`config.mk`:
```
export PLATFORM = sky130hd
export DESIGN_NAME = ack_nak_frame_matcher_top_flat
export DESIGN_NICKNAME = d
export VERILOG_FILES = /design/src/hdl/anf_pkg.sv /design/src/hdl/anf_req_if.sv /design/src/hdl/anf_rsp_if.sv /design/src/hdl/anf_csr_if.sv /design/src/hdl/anf_csr_regs.sv /design/src/hdl/anf_tracker.sv /design/src/hdl/ack_nak_frame_matcher_top.sv /design/src/flat_wrapper.sv
export SDC_FILE = /design/constraint.sdc
export NUM_CORES = 1
export LEC_CHECK = 0
export ABC_CLOCK_PERIOD_IN_PS = 2900
export BUFFER_PORTS_ARGS = -buffer_cell sky130_fd_sc_hd__clkbuf_2
export CAP_MARGIN = 40
export CORE_MARGIN = 2
export CORE_UTILIZATION = 25
export CTS_BUF_LIST = sky130_fd_sc_hd__clkbuf_4 sky130_fd_sc_hd__clkbuf_8 sky130_fd_sc_hd__clkbuf_16
export DETAILED_ROUTE_END_ITERATION = 16
export PLACE_DENSITY = 0.5
export SLEW_MARGIN = 15
export SYNTH_ARGS = -nofsm -noshare
export SYNTH_HDL_FRONTEND = slang
export SYNTH_HIERARCHICAL = 1
export SYNTH_SLANG_ARGS = --single-unit
```
`constraint.sdc`:
```
create_clock -name clock -period 2.9 [get_ports clock]
set_input_delay 0.58 -clock clock [delete_from_list [all_inputs] [get_ports clock]]
set_output_delay 0.58 -clock clock [all_outputs]
set_load 0.01 [all_outputs]
```
`src/hdl/anf_pkg.sv`:
```
// ----------------------------------------------------------------------------
// anf_pkg: shared definitions for the ACK/NAK frame matcher
// Stage, status, operation and register index codes, the configuration
// struct and the attempt limit used by the register, tracker and top modules.
// ----------------------------------------------------------------------------
`timescale 1ns / 1ps
`default_nettype none

package anf_pkg;

   // Number of ended frame attempts after which the wait times out.
   localparam logic [7:0] MAX_ATTEMPTS = 8'd8;
   localparam logic [7:0] ATTEMPTS_SAT = 8'd255;

   // Operation codes of an input item.
   localparam logic [1:0] OP_START = 2'd0;
   localparam logic [1:0] OP_BYTE  = 2'd1;
   localparam logic [1:0] OP_GAP   = 2'd2;

   // Result status codes.
   localparam logic [1:0] RES_WAIT    = 2'd0;
   localparam logic [1:0] RES_ACK     = 2'd1;
   localparam logic [1:0] RES_NAK     = 2'd2;
   localparam logic [1:0] RES_TIMEOUT = 2'd3;

   // Frame parser stages.
   localparam logic [3:0] ST_IDLE  = 4'd0;
   localparam logic [3:0] ST_SYNC1 = 4'd1;
   localparam logic [3:0] ST_SYNC2 = 4'd2;
   localparam logic [3:0] ST_CLASS = 4'd3;
   localparam logic [3:0] ST_ID    = 4'd4;
   localparam logic [3:0] ST_LEN0  = 4'd5;
   localparam logic [3:0] ST_LEN1  = 4'd6;
   localparam logic [3:0] ST_PAY0  = 4'd7;
   localparam logic [3:0] ST_PAY1  = 4'd8;
   localparam logic [3:0] ST_CK0   = 4'd9;
   localparam logic [3:0] ST_CK1   = 4'd10;

   // Configuration register indexes.
   localparam logic [2:0] REG_EXPECTED_CLASS = 3'd0;
   localparam logic [2:0] REG_EXPECTED_ID    = 3'd1;
   localparam logic [2:0] REG_SYNC_FIRST     = 3'd2;
   localparam logic [2:0] REG_SYNC_SECOND    = 3'd3;
   localparam logic [2:0] REG_ACK_CLASS      = 3'd4;
   localparam logic [2:0] REG_ACK_MSG_ID     = 3'd5;
   localparam logic [2:0] REG_NAK_MSG_ID     = 3'd6;

   typedef struct packed {
      logic [7:0] expected_class;
      logic [7:0] expected_id;
      logic [7:0] sync_first;
      logic [7:0] sync_second;
      logic [7:0] ack_class;
      logic [7:0] ack_msg_id;
      logic [7:0] nak_msg_id;
   } cfg_type;

endpackage

`default_nettype wire

```
`src/hdl/anf_req_if.sv`:
```
// ----------------------------------------------------------------------------
// anf_req_if: input item channel
// Valid/ready channel carrying an operation code and a received byte.
// ----------------------------------------------------------------------------
`timescale 1ns / 1ps
`default_nettype none

interface anf_req_if;
   logic       valid;
   logic       ready;
   logic [1:0] op;
   logic [7:0] rx_byte;

   modport source (output valid, output op, output rx_byte, input ready);
   modport sink (input valid, input op, input rx_byte, output ready);
endinterface

`default_nettype wire

```
`src/hdl/anf_rsp_if.sv`:
```
// ----------------------------------------------------------------------------
// anf_rsp_if: result channel
// Valid/ready channel carrying the match status and the attempts used.
// ----------------------------------------------------------------------------
`timescale 1ns / 1ps
`default_nettype none

interface anf_rsp_if;
   logic       valid;
   logic       ready;
   logic [1:0] status;
   logic [7:0] attempts_used;

   modport source (output valid, output status, output attempts_used, input ready);
   modport sink (input valid, input status, input attempts_used, output ready);
endinterface

`default_nettype wire

```
`src/hdl/anf_csr_if.sv`:
```
// ----------------------------------------------------------------------------
// anf_csr_if: configuration write channel
// Valid/ready channel carrying a register index and write data.
// ----------------------------------------------------------------------------
`timescale 1ns / 1ps
`default_nettype none

interface anf_csr_if;
   logic       valid;
   logic       ready;
   logic [2:0] index;
   logic [7:0] data;

   modport source (output valid, output index, output data, input ready);
   modport sink (input valid, input index, input data, output ready);
endinterface

`default_nettype wire

```
`src/hdl/anf_csr_regs.sv`:
```
// ----------------------------------------------------------------------------
// anf_csr_regs: configuration registers
// Holds the seven match registers and decodes writes by index.
// ----------------------------------------------------------------------------
`timescale 1ns / 1ps
`default_nettype none

module anf_csr_regs (
   input  wire logic             clock,
   input  wire logic             reset,
   input  wire logic             wr_en,
   input  wire logic [2:0]       wr_index,
   input  wire logic [7:0]       wr_data,
   output anf_pkg::cfg_type      cfg
);

   anf_pkg::cfg_type cfg_ff;
   anf_pkg::cfg_type cfg_in;

   always_comb begin
      cfg_in = cfg_ff;
      if (wr_en) begin
         unique case (wr_index)
            anf_pkg::REG_EXPECTED_CLASS: cfg_in.expected_class = wr_data;
            anf_pkg::REG_EXPECTED_ID:    cfg_in.expected_id    = wr_data;
            anf_pkg::REG_SYNC_FIRST:     cfg_in.sync_first     = wr_data;
            anf_pkg::REG_SYNC_SECOND:    cfg_in.sync_second    = wr_data;
            anf_pkg::REG_ACK_CLASS:      cfg_in.ack_class      = wr_data;
            anf_pkg::REG_ACK_MSG_ID:     cfg_in.ack_msg_id     = wr_data;
            anf_pkg::REG_NAK_MSG_ID:     cfg_in.nak_msg_id     = wr_data;
            default:                     cfg_in = cfg_ff;
         endcase
      end
   end

   always_ff @(posedge clock) begin
      if (reset) begin
         cfg_ff.expected_class <= 8'd0;
         cfg_ff.expected_id    <= 8'd0;
         cfg_ff.sync_first     <= 8'd181;
         cfg_ff.sync_second    <= 8'd98;
         cfg_ff.ack_class      <= 8'd5;
         cfg_ff.ack_msg_id     <= 8'd1;
         cfg_ff.nak_msg_id     <= 8'd0;
      end else begin
         cfg_ff <= cfg_in;
      end
   end

   assign cfg = cfg_ff;

endmodule

`default_nettype wire

```
`src/hdl/anf_tracker.sv`:
```
// ----------------------------------------------------------------------------
// anf_tracker: frame parser and attempt counter
// Steps the frame stage on each item and produces the item's status and
// the attempt count after the step.
// ----------------------------------------------------------------------------
`timescale 1ns / 1ps
`default_nettype none

module anf_tracker (
   input  wire logic             clock,
   input  wire logic             reset,
   input  wire logic             step_en,
   input  wire logic [1:0]       op,
   input  wire logic [7:0]       rx_byte,
   input  wire anf_pkg::cfg_type cfg,
   output logic [1:0]            status,
   output logic [7:0]            attempts
);

   logic [3:0] stage_ff, stage_in;
   logic [7:0] frame_class_ff, frame_class_in;
   logic [7:0] frame_msg_ff, frame_msg_in;
   logic [7:0] acked_class_ff, acked_class_in;
   logic [7:0] acked_msg_ff, acked_msg_in;
   logic [7:0] count_ff, count_in;

   // Outcome of ending an attempt, and of judging a complete frame.
   logic [7:0] count_bumped;
   logic       timed_out;
   logic [3:0] end_stage;
   logic [1:0] end_status;
   logic       payload_match;
   logic [3:0] judge_stage;
   logic [1:0] judge_status;
   logic [7:0] judge_count;

   always_comb begin
      count_bumped = (count_ff < anf_pkg::ATTEMPTS_SAT) ? count_ff + 8'd1 : count_ff;
      timed_out    = (count_bumped >= anf_pkg::MAX_ATTEMPTS);
      end_stage    = timed_out ? anf_pkg::ST_IDLE : anf_pkg::ST_SYNC1;
      end_status   = timed_out ? anf_pkg::RES_TIMEOUT : anf_pkg::RES_WAIT;

      payload_match = (acked_class_ff == cfg.expected_class) &&
                      (acked_msg_ff == cfg.expected_id);
      if (payload_match && frame_msg_ff == cfg.ack_msg_id) begin
         judge_stage  = anf_pkg::ST_IDLE;
         judge_status = anf_pkg::RES_ACK;
         judge_count  = count_ff;
      end else if (payload_match && frame_msg_ff == cfg.nak_msg_id) begin
         judge_stage  = anf_pkg::ST_IDLE;
         judge_status = anf_pkg::RES_NAK;
         judge_count  = count_ff;
      end else begin
         judge_stage  = end_stage;
         judge_status = end_status;
         judge_count  = count_bumped;
      end
   end

   always_comb begin
      stage_in       = stage_ff;
      frame_class_in = frame_class_ff;
      frame_msg_in   = frame_msg_ff;
      acked_class_in = acked_class_ff;
      acked_msg_in   = acked_msg_ff;
      count_in       = count_ff;
      status         = anf_pkg::RES_WAIT;

      case (op)
         anf_pkg::OP_START: begin
            stage_in       = anf_pkg::ST_SYNC1;
            frame_class_in = 8'd0;
            frame_msg_in   = 8'd0;
            acked_class_in = 8'd0;
            acked_msg_in   = 8'd0;
            count_in       = 8'd0;
         end
         anf_pkg::OP_BYTE: begin
            unique case (stage_ff)
               anf_pkg::ST_IDLE: stage_in = anf_pkg::ST_IDLE;
               anf_pkg::ST_SYNC1: begin
                  if (rx_byte == cfg.sync_first) stage_in = anf_pkg::ST_SYNC2;
               end
               anf_pkg::ST_SYNC2: begin
                  stage_in = (rx_byte == cfg.sync_second) ? anf_pkg::ST_CLASS
                                                          : anf_pkg::ST_SYNC1;
               end
               anf_pkg::ST_CLASS: begin
                  frame_class_in = rx_byte;
                  stage_in       = anf_pkg::ST_ID;
               end
               anf_pkg::ST_ID: begin
                  frame_msg_in = rx_byte;
                  stage_in     = anf_pkg::ST_LEN0;
               end
               anf_pkg::ST_LEN0: stage_in = anf_pkg::ST_LEN1;
               anf_pkg::ST_LEN1: begin
                  if (frame_class_ff != cfg.ack_class) begin
                     stage_in = end_stage;
                     status   = end_status;
                     count_in = count_bumped;
                  end else begin
                     stage_in = anf_pkg::ST_PAY0;
                  end
               end
               anf_pkg::ST_PAY0: begin
                  acked_class_in = rx_byte;
                  stage_in       = anf_pkg::ST_PAY1;
               end
               anf_pkg::ST_PAY1: begin
                  acked_msg_in = rx_byte;
                  stage_in     = anf_pkg::ST_CK0;
               end
               anf_pkg::ST_CK0: stage_in = anf_pkg::ST_CK1;
               anf_pkg::ST_CK1: begin
                  stage_in = judge_stage;
                  status   = judge_status;
                  count_in = judge_count;
               end
               default: stage_in = anf_pkg::ST_IDLE;
            endcase
         end
         anf_pkg::OP_GAP: begin
            unique case (stage_ff) inside
               anf_pkg::ST_IDLE: stage_in = anf_pkg::ST_IDLE;
               anf_pkg::ST_CK0, anf_pkg::ST_CK1: begin
                  stage_in = judge_stage;
                  status   = judge_status;
                  count_in = judge_count;
               end
               anf_pkg::ST_SYNC1, anf_pkg::ST_SYNC2, anf_pkg::ST_CLASS,
               anf_pkg::ST_ID, anf_pkg::ST_LEN0, anf_pkg::ST_LEN1,
               anf_pkg::ST_PAY0, anf_pkg::ST_PAY1: begin
                  stage_in = end_stage;
                  status   = end_status;
                  count_in = count_bumped;
               end
               default: stage_in = anf_pkg::ST_IDLE;
            endcase
         end
         default: ;
      endcase
   end

   always_ff @(posedge clock) begin
      if (reset) begin
         stage_ff       <= anf_pkg::ST_IDLE;
         frame_class_ff <= 8'd0;
         frame_msg_ff   <= 8'd0;
         acked_class_ff <= 8'd0;
         acked_msg_ff   <= 8'd0;
         count_ff       <= 8'd0;
      end else if (step_en) begin
         stage_ff       <= stage_in;
         frame_class_ff <= frame_class_in;
         frame_msg_ff   <= frame_msg_in;
         acked_class_ff <= acked_class_in;
         acked_msg_ff   <= acked_msg_in;
         count_ff       <= count_in;
      end
   end

   assign attempts = count_in;

endmodule

`default_nettype wire

```
`src/hdl/ack_nak_frame_matcher_top.sv`:
```
// ----------------------------------------------------------------------------
// ack_nak_frame_matcher_top: ACK/NAK frame matcher
// Watches received bytes for an acknowledge frame answering a command and
// reports ACK, NAK or timeout after a bounded number of frame attempts.
// ----------------------------------------------------------------------------
// Usage:
//   req_ch carries one item per transfer: a start, a received byte or a read
//   gap. Every accepted item yields exactly one transfer on rsp_ch with the
//   status (waiting, ack, nak or timed out) and the attempts used so far.
//   csr_ch writes the match registers (expected class and id, sync bytes,
//   acknowledge class and ids); it is always ready and should be used only
//   while no item is in flight.
//   An item is first held in the input register, then the frame parser steps
//   and the result register loads. Throughput is one item per cycle while
//   the result consumer does not stall; the parser stage updates its state
//   once for each item that advances.
//   When the result consumer stalls, the result register holds, the input
//   register fills and req_ch.ready drops only when both are occupied.
//   Synchronous reset empties both registers, idles the parser (bytes and
//   gaps are then ignored until a start) and loads the register defaults.
// ----------------------------------------------------------------------------
`timescale 1ns / 1ps
`default_nettype none

module ack_nak_frame_matcher_top (
   input  wire logic  clock,
   input  wire logic  reset,
   anf_req_if.sink    req_ch,
   anf_rsp_if.source  rsp_ch,
   anf_csr_if.sink    csr_ch
);

   // Input register.
   logic       in_valid_ff, in_valid_in;
   logic [1:0] in_op_ff;
   logic [7:0] in_byte_ff;

   // Result register.
   logic       out_valid_ff, out_valid_in;
   logic [1:0] out_status_ff;
   logic [7:0] out_attempts_ff;

   logic             advance;
   logic             req_take;
   anf_pkg::cfg_type cfg;
   logic [1:0]       step_status;
   logic [7:0]       step_attempts;

   // An item moves from the input register into the result register when the
   // result register is empty or is being drained in this cycle.
   assign advance  = in_valid_ff && (!out_valid_ff || rsp_ch.ready);
   assign req_take = req_ch.valid && req_ch.ready;

   assign req_ch.ready = !in_valid_ff || advance;
   assign csr_ch.ready = 1'b1;

   anf_csr_regs u_csr_regs (
      .clock    (clock),
      .reset    (reset),
      .wr_en    (csr_ch.valid),
      .wr_index (csr_ch.index),
      .wr_data  (csr_ch.data),
      .cfg      (cfg)
   );

   anf_tracker u_tracker (
      .clock    (clock),
      .reset    (reset),
      .step_en  (advance),
      .op       (in_op_ff),
      .rx_byte  (in_byte_ff),
      .cfg      (cfg),
      .status   (step_status),
      .attempts (step_attempts)
   );

   always_comb begin
      in_valid_in  = req_take || (in_valid_ff && !advance);
      out_valid_in = advance || (out_valid_ff && !rsp_ch.ready);
   end

   always_ff @(posedge clock) begin
      if (reset) begin
         in_valid_ff  <= 1'b0;
         out_valid_ff <= 1'b0;
      end else begin
         in_valid_ff  <= in_valid_in;
         out_valid_ff <= out_valid_in;
      end
   end

   // Payload registers load on their transfers and need no reset.
   always_ff @(posedge clock) begin
      if (req_take) begin
         in_op_ff   <= req_ch.op;
         in_byte_ff <= req_ch.rx_byte;
      end
      if (advance) begin
         out_status_ff   <= step_status;
         out_attempts_ff <= step_attempts;
      end
   end

   assign rsp_ch.valid         = out_valid_ff;
   assign rsp_ch.status        = out_status_ff;
   assign rsp_ch.attempts_used = out_attempts_ff;

endmodule

`default_nettype wire
```
`src/flat_wrapper.sv`:
```
// flat-port wrapper written by rule: the top's interface ports become plain ports
module ack_nak_frame_matcher_top_flat 
  (clock, reset, req_ch_valid, req_ch_op, req_ch_rx_byte, req_ch_ready, rsp_ch_valid, rsp_ch_status, rsp_ch_attempts_used, rsp_ch_ready, csr_ch_valid, csr_ch_index, csr_ch_data, csr_ch_ready);
  anf_req_if req_ch_i ();
  anf_rsp_if rsp_ch_i ();
  anf_csr_if csr_ch_i ();
  input  wire logic clock;
  input  wire logic reset;
  input wire logic [$bits(req_ch_i.valid)-1:0] req_ch_valid;
  input wire logic [$bits(req_ch_i.op)-1:0] req_ch_op;
  input wire logic [$bits(req_ch_i.rx_byte)-1:0] req_ch_rx_byte;
  output wire logic [$bits(req_ch_i.ready)-1:0] req_ch_ready;
  output wire logic [$bits(rsp_ch_i.valid)-1:0] rsp_ch_valid;
  output wire logic [$bits(rsp_ch_i.status)-1:0] rsp_ch_status;
  output wire logic [$bits(rsp_ch_i.attempts_used)-1:0] rsp_ch_attempts_used;
  input wire logic [$bits(rsp_ch_i.ready)-1:0] rsp_ch_ready;
  input wire logic [$bits(csr_ch_i.valid)-1:0] csr_ch_valid;
  input wire logic [$bits(csr_ch_i.index)-1:0] csr_ch_index;
  input wire logic [$bits(csr_ch_i.data)-1:0] csr_ch_data;
  output wire logic [$bits(csr_ch_i.ready)-1:0] csr_ch_ready;
  assign req_ch_i.valid = req_ch_valid;
  assign req_ch_i.op = req_ch_op;
  assign req_ch_i.rx_byte = req_ch_rx_byte;
  assign req_ch_ready = req_ch_i.ready;
  assign rsp_ch_valid = rsp_ch_i.valid;
  assign rsp_ch_status = rsp_ch_i.status;
  assign rsp_ch_attempts_used = rsp_ch_i.attempts_used;
  assign rsp_ch_i.ready = rsp_ch_ready;
  assign csr_ch_i.valid = csr_ch_valid;
  assign csr_ch_i.index = csr_ch_index;
  assign csr_ch_i.data = csr_ch_data;
  assign csr_ch_ready = csr_ch_i.ready;
  ack_nak_frame_matcher_top u_core (.clock(clock), .reset(reset), .req_ch(req_ch_i), .rsp_ch(rsp_ch_i), .csr_ch(csr_ch_i));
endmodule
```
Word-level counts from Yosys, hierarchy flattened
Index checks and enable logic that the tools add are counted.

cells by class
  equal/unequal tests = 30
  reduce and logical (&&, ||, !) cells = 33
  $lt $le $gt $ge = 2
  multiplexer cells = 31
  $add $sub $neg = 1

operators with widths
  operator               number
  $pmux W8 S2            6
  $mux W8                8
  $eq A8 B8 Y1           6
  $pmux W4 S10           1
  $pmux W8 S3            1
  $eq A4 B3 Y1 const B   4
  $reduce_and A3 Y1      5
  $reduce_and A2 Y1      7
  $eq A4 B4 Y1 const B   3
  $pmux W2 S2            3
  $pmux W4 S3            1
  $mux W2                5
  $eq A3 B3 Y1 const B   3
  $add A8 B1 Y8 const B  1
  $eq A4 B2 Y1 const B   2
  $ge A8 B4 Y1 const B   1
  $lt A8 B8 Y1 const B   1
  $mux W4                2
  $ne A2 B2 Y1 const B   4
  $ne A8 B8 Y1           1
  $pmux W4 S2            1
  $reduce_or A8 Y1       1
  $logic_and A1 B1 Y1    7
  $eq A3 B2 Y1 const B   2
  other kinds (14)       21

storage, ports and cells
  input port bits = 26
  output and inout bits = 13
  register bits = 122

Longest topological paths before layout
  depth after elaboration = 8
  mapped depth = 10
  gate-level depth less buffers = 9

Modules after synthesis
Netlist, hierarchy kept.

modules (own cells, without submodules)
  module                     cells an instance  seq. area each (um^2)  times used  area an instance (um^2)
  anf_tracker                418                880.8                  1           3458.3
  anf_csr_regs               206                1121.1                 1           2235.9
  ack_nak_frame_matcher_top  32                 640.6                  1           715.7

Least setup slack after synthesis
OpenSTA, ideal clock, no wires.

  path kind = register to register
  from = register u_core.u_tracker.acked_class_ff[5]
  to = register u_core.out_attempts_ff[5], in the netlist u_core/rsp_ch.attempts_used[5] (data pin)
  arrival time = 2076 ps
  cell stages (with the launch flop) = 9
  required time = 2640 ps
  setup slack = 564 ps
  period minus slack after synthesis = 2336 ps
  cells stage by stage = dfxtp_1 xnor2_1 nand4_1 nor4_4 o21a_1 buf_6 o311ai_1 or4_1 mux2_4

between the ends
  word-level cells in the longest chain between the ends = 7
  elaborated cells on any way between the ends = 9
  classes of those cells = eq/ne (1); mux (5); reduce/logical (3)

ends and longest elaborated chain
  what                                   RTL line                               RTL
  start: declaration                     anf_tracker.sv:23                      logic [7:0] acked_class_ff, acked_class_in;
  start signal: assignment               anf_tracker.sv:157                     acked_class_ff <= acked_class_in;
  $eq A8 B8 Y1 *                         anf_tracker.sv:43                      payload_match = (acked_class_ff == cfg.expected_class) &&
  $logic_and A1 B1 Y1 *                  anf_tracker.sv:43
  $logic_and A1 B1 Y1                    anf_tracker.sv:49                      end else if (payload_match && frame_msg_ff == cfg.nak_msg_id) begin
  $mux W8                                anf_tracker.sv:49
  $mux W8 *                              anf_tracker.sv:45                      if (payload_match && frame_msg_ff == cfg.ack_msg_id) begin
  $pmux W8 S2, on equally long branches  anf_tracker.sv:124, anf_tracker.sv:79
  $pmux W8 S3 *                          anf_tracker.sv:69                      case (op)
  via u_core.step_attempts[5]            ack_nak_frame_matcher_top.sv:47        logic [7:0] step_attempts;
  end signal: assignment                 ack_nak_frame_matcher_top.sv:100       out_attempts_ff <= step_attempts;
  end: declaration                       ack_nak_frame_matcher_top.sv:41        logic [7:0] out_attempts_ff;

The timed path passes the listed nets; every way through them passes the cells marked *.
A chain may end at the register's enable or synchronous reset.

Final worst setup path
  from = register u_core.u_tracker.stage_ff[1]
  to = register u_core.out_attempts_ff[5], in the netlist u_core/rsp_ch.attempts_used[5] (data pin)

between the ends
  word-level cells in the longest chain between the ends = 4
  elaborated cells on any way between the ends = 15
  classes of those cells = eq/ne (10); mux (3); reduce/logical (2)

ends and longest elaborated chain
  what                                                         RTL line                         RTL
  start: declaration                                           anf_tracker.sv:20                logic [3:0] stage_ff, stage_in;
  start signal: assignment                                     anf_tracker.sv:147               stage_ff <= anf_pkg::ST_IDLE;
  start signal: assignment                                     anf_tracker.sv:154               stage_ff <= stage_in;
  $eq A4 B1 Y1 (tied with other cells)                         n/a
  $reduce_or A8 Y1 / $reduce_or A2 Y1 (equally long branches)  anf_tracker.sv:124               unique case (stage_ff) inside
  $pmux W8 S2                                                  anf_tracker.sv:124
  $pmux W8 S3 *                                                anf_tracker.sv:69
  via u_core.step_attempts[5]                                  ack_nak_frame_matcher_top.sv:47

Marked as above.

==> results by group <==
Timing
  • Number of hold violations in the final report: 0
  • Setup TNS: 0 ps
  • Final setup slack of the worst path: 255 ps
  • Number of endpoints failing setup at the final stage: 0
  • Worst Max-Slew Pin Slew: 717 ps
  • Part of the cycle the worst path needs: 91.2%
  • Number of pins with negative max-slew slack in the final report: 0
  • Shortest period the worst path allows: 2650 ps
  • Max Fclk: 378 MHz
  • Worst hold margin: 325 ps
  • Worst max-slew margin expressed relative to the limit: 51.9%
  • Unrepaired setup endpoints after global routing: no
  • Final worst clock skew: 8.44 ps

Global route
  • Pin count of the biggest net entering global routing: 39
  • Total global routing track utilization: 13.0%
  • Via count of the first global-routing pass: 4705
  • Wire length of the first global-routing pass: 26800 um
  • Total grt overflow: 0
  • Initial antenna violation count: 0

Synth
  • Cells after synthesis: 656
  • Flip-flop and latch count after synthesis: 122
  • Total standard cell area after synthesis: 0.00641 mm^2
  • Mean instance size in the synthesized netlist: 9.77 um^2
  • EDFF count, synth: 20
  • Fraction of the yosys area taken by sequential cells: 41.2%
  • Number of warning messages in the yosys log: 6
  • Top flip-flop cell by instance count after synthesis: sky130_fd_sc_hd__dfxtp_1
  • Proportion of synthesized flip-flops having asynchronous set or reset: 0%
  • Number of library cell types mapped by synthesis: 74
  • Post-synthesis net count: 687

Routing
  • Total Wirelength: 16500 um
  • Via count: 4785
  • DRC Markers: 0
  • Vias per inst: 4.61
  • Drt wl/cell: 15.9 um
  • DRC marker count from the first detailed-route iteration: 244
  • Detailed Routing Iterations Pass 1: 4
  • Antenna Violating Nets Remaining: 0

Cells and area
  • Layout cells sized above 1: 16.1%
  • End-of-flow core utilization: 30.0%
  • Non-filler cells, final: 1039
  • Storage element area: 0.00264 mm^2
  • Fill cell instance count of the final layout: 2648
  • Final net count: 727
  • Final Instance Area: 0.00757 mm^2
  • Combined area of the multi-input logic cells: 0.00351 mm^2
  • Post-synthesis to final-layout area growth: 18.0%
  • Total inserted antenna cells: 0

Hold path
  • Hold crit path type: in -> reg

Clock tree
  • Number of sinks handled by clock tree synthesis: 122
  • Cts-stage hold buffer count: 0
  • CTS buffer count: 17
  • Number of buffers on the longest clock path: 2
  • Maximum level of the CTS H-tree: 4
  • Number of cells upsized or downsized after cts: 0
  • Number of setup buffers added after CTS: 0
  • Clock insertion delay at the later pin of the skew report: 430 ps
  • TritonCTS clock tree: built
  • Clock input transition at the sequential cells of the worst setup and hold paths: 60 ps
  • Clock root cell: sky130_fd_sc_hd__clkbuf_16

Worst setup path
  • Critical Path Start Type: flop
  • Crit path DAT: 2820 ps
  • List of cells traversed by the critical path: inv_1 > nor3_1 > nor2_1 > and3_2 > or4_1 > mux2_4
  • Required @ worst endpoint: 3080 ps
  • Biggest fanout along the worst timing path: 9
  • CP Capture Type: flop
  • Kind of critical path: reg -> reg
  • Critical Path Max Stage Delay: 560 ps
  • Worst-path cell with the longest stage delay: sky130_fd_sc_hd__dfxtp_1

Placement
  • Count of port buffers added during placement: 37
  • Post-placement setup slack: 301 ps
  • Detailed placer's ending HPWL: 11600 um
  • Post-DP Area: 0.00697 mm^2
  • Routability congestion estimate: 0.832
  • Cell total after placement: 1007

Power and ir drop
  • Total power: 4.39 mW
  • P_leak: 2.94 nW
  • Largest voltage drop on the vdd net: 0.344 mV
  • Pwr dens: 580 mW/mm^2

Floorplanning
  • Area enclosed by the die boundary: 0.0269 mm^2
  • Number of standard-cell rows in the floorplan: 58
  • Initial Util: 25.5%
  • Die width: 164 um
  • Die Ht: 164 um
  • Boundary Pins: 39
  • Area inside the core boundary: 0.0252 mm^2

Run status
  • Result of the run: complete, no violations

Run
  • Number of violations of the max-capacitance limit: 0
-- power by group --
group | leakage (nW) | switching (mW) | internal (mW)
logic | 1.64 | 0.246 | 0.171
clock network | 0.288 | 0.801 | 1.37
registers | 1.02 | 0.0364 | 1.76
total | 2.94 | 1.08 | 3.31
-- path summary, 6_finish.rpt --
kind | endpoint | slack [ps] | depth (start not counted) | start
min reg2reg | u_core/u_csr_regs/cfg[35]$_SDFFE_PP0P_ | 490 | 2 | u_core/u_csr_regs/cfg[35]$_SDFFE_PP0P_
max reg2reg | u_core/rsp_ch.attempts_used[5]$_DFFE_PP_ | 250 | 6 | u_core/u_tracker/stage_ff[1]$_SDFFE_PP0P_
min | u_core/in_byte_ff[4]$_DFFE_PP_ | 320 | 1 | req_ch_rx_byte[4]
max | u_core/rsp_ch.attempts_used[5]$_DFFE_PP_ | 250 | 6 | u_core/u_tracker/stage_ff[1]$_SDFFE_PP0P_
-- layout make-up --
| type | instances | share of cell area [%] |
|---|---|---|
| Clock buffer | 20 | 5.92 |
| Tap cell | 330 | 5.46 |
| Sequential cell | 122 | 34.9 |
| Inverter | 14 | 0.695 |
| Timing Repair Buffer | 59 | 4.66 |
| Clock inverter | 12 | 1.97 |
| Multi-Input combinational cell | 482 | 46.4 |
-- metal layers --
layer  up-vias  track usage, %  routed length [um]
met5         -               0                   0
met4         0            4.51                 276
met3        18            2.60                 537
met2        78            20.1                7360
met1      2298            18.0                8300
li1       2391               -                   -
-- Yosys cell counts (3+ instances only) --
master,count,share of area (%)
sky130_fd_sc_hd__mux2i_1,91,14
sky130_fd_sc_hd__nand2_1,23,1.3
sky130_fd_sc_hd__nor2_1,71,4.2
sky130_fd_sc_hd__nand4_1,10,0.98
sky130_fd_sc_hd__a22o_1,5,0.68
sky130_fd_sc_hd__and3_1,3,0.29
sky130_fd_sc_hd__nor3_1,8,0.62
sky130_fd_sc_hd__a32o_1,5,0.78
sky130_fd_sc_hd__and2_1,9,0.88
sky130_fd_sc_hd__o31ai_1,3,0.35
sky130_fd_sc_hd__o221ai_1,3,0.41
sky130_fd_sc_hd__nand2b_1,57,5.6
sky130_fd_sc_hd__xor2_1,19,2.6
sky130_fd_sc_hd__nand3_1,16,1.2
sky130_fd_sc_hd__o21ai_0,8,0.62
sky130_fd_sc_hd__ha_1,5,0.98
sky130_fd_sc_hd__clkbuf_1,20,1.2
sky130_fd_sc_hd__inv_1,14,0.82
sky130_fd_sc_hd__a32oi_1,4,0.55
sky130_fd_sc_hd__clkbuf_8,3,0.64
sky130_fd_sc_hd__a22oi_1,4,0.47
sky130_fd_sc_hd__dfxtp_1,102,32
sky130_fd_sc_hd__o21bai_1,9,1.1
sky130_fd_sc_hd__a21oi_2,4,0.55
sky130_fd_sc_hd__nand4b_1,5,0.68
sky130_fd_sc_hd__edfxtp_1,20,9.4
sky130_fd_sc_hd__o21a_1,5,0.59
sky130_fd_sc_hd__a21oi_1,16,1.2
sky130_fd_sc_hd__buf_2,12,0.94
sky130_fd_sc_hd__xnor2_1,42,5.7
-- cell families after synthesis --
family	after synthesis	synth area share, %
other cells	1	0.0585
compound gates	92	10.8
fa+ha+maj	5	0.976
xor+xnor	61	8.33
buf+inv	52	4.04
simple gates	230	20.0
mux	93	14.6
flops	122	41.2
-- flip-flops by register name, summed over array words and instances, names as in the netlist, 2 cells and up --
signal                           count
u_core/u_tracker/acked_msg_ff        8
u_core/u_tracker/frame_class_ff      8
u_core/u_tracker/frame_msg_ff        8
u_core/u_tracker/stage_ff            4
u_core/u_tracker/acked_class_ff      8
u_core/rsp_ch.attempts_used          8
u_core/rsp_ch.status                 2
u_core/u_tracker/count_ff            8
u_core/in_byte_ff                    8
u_core/in_op_ff                      2
u_core/u_csr_regs/cfg               56
-- layout by cell type, fill, tap and decap left out, types with 3 or more instances in the layout --
cell / synthesis / routed
sky130_fd_sc_hd__a21oi_1: 16 / 16
sky130_fd_sc_hd__clkinvlp_4: 0 / 3
sky130_fd_sc_hd__nand4b_1: 5 / 5
sky130_fd_sc_hd__edfxtp_1: 20 / 20
sky130_fd_sc_hd__and3_1: 3 / 3
sky130_fd_sc_hd__clkbuf_16: 0 / 17
sky130_fd_sc_hd__o21a_1: 5 / 5
sky130_fd_sc_hd__o21bai_1: 9 / 9
sky130_fd_sc_hd__o221ai_1: 3 / 3
sky130_fd_sc_hd__ha_1: 5 / 5
sky130_fd_sc_hd__o31ai_1: 3 / 3
sky130_fd_sc_hd__clkbuf_2: 0 / 36
sky130_fd_sc_hd__a22o_1: 5 / 5
sky130_fd_sc_hd__bufinv_16: 0 / 3
sky130_fd_sc_hd__a32o_1: 5 / 5
sky130_fd_sc_hd__clkinv_2: 0 / 3
sky130_fd_sc_hd__xor2_1: 19 / 19
sky130_fd_sc_hd__nor2_1: 71 / 71
sky130_fd_sc_hd__o21ai_0: 8 / 8
sky130_fd_sc_hd__inv_1: 14 / 14
sky130_fd_sc_hd__dfxtp_1: 102 / 102
sky130_fd_sc_hd__clkbuf_4: 0 / 3
sky130_fd_sc_hd__nand2b_1: 57 / 57
sky130_fd_sc_hd__nand2_1: 23 / 23
sky130_fd_sc_hd__nor3_1: 8 / 8
sky130_fd_sc_hd__mux2i_1: 91 / 91
sky130_fd_sc_hd__a21oi_2: 4 / 4
sky130_fd_sc_hd__nand3_1: 16 / 16
sky130_fd_sc_hd__a22oi_1: 4 / 4
sky130_fd_sc_hd__buf_4: 1 / 23
sky130_fd_sc_hd__xnor2_1: 42 / 42
sky130_fd_sc_hd__and2_1: 9 / 9
sky130_fd_sc_hd__nand4_1: 10 / 10
sky130_fd_sc_hd__a32oi_1: 4 / 4
-- worst max-delay path: cells and delay by family, from the launching register on --
family	cells	cell delay (ps)
simple gates	4	1380
flops	1	560
mux	1	280
buf+inv	1	180
Power figures use the tool's default switching activity.
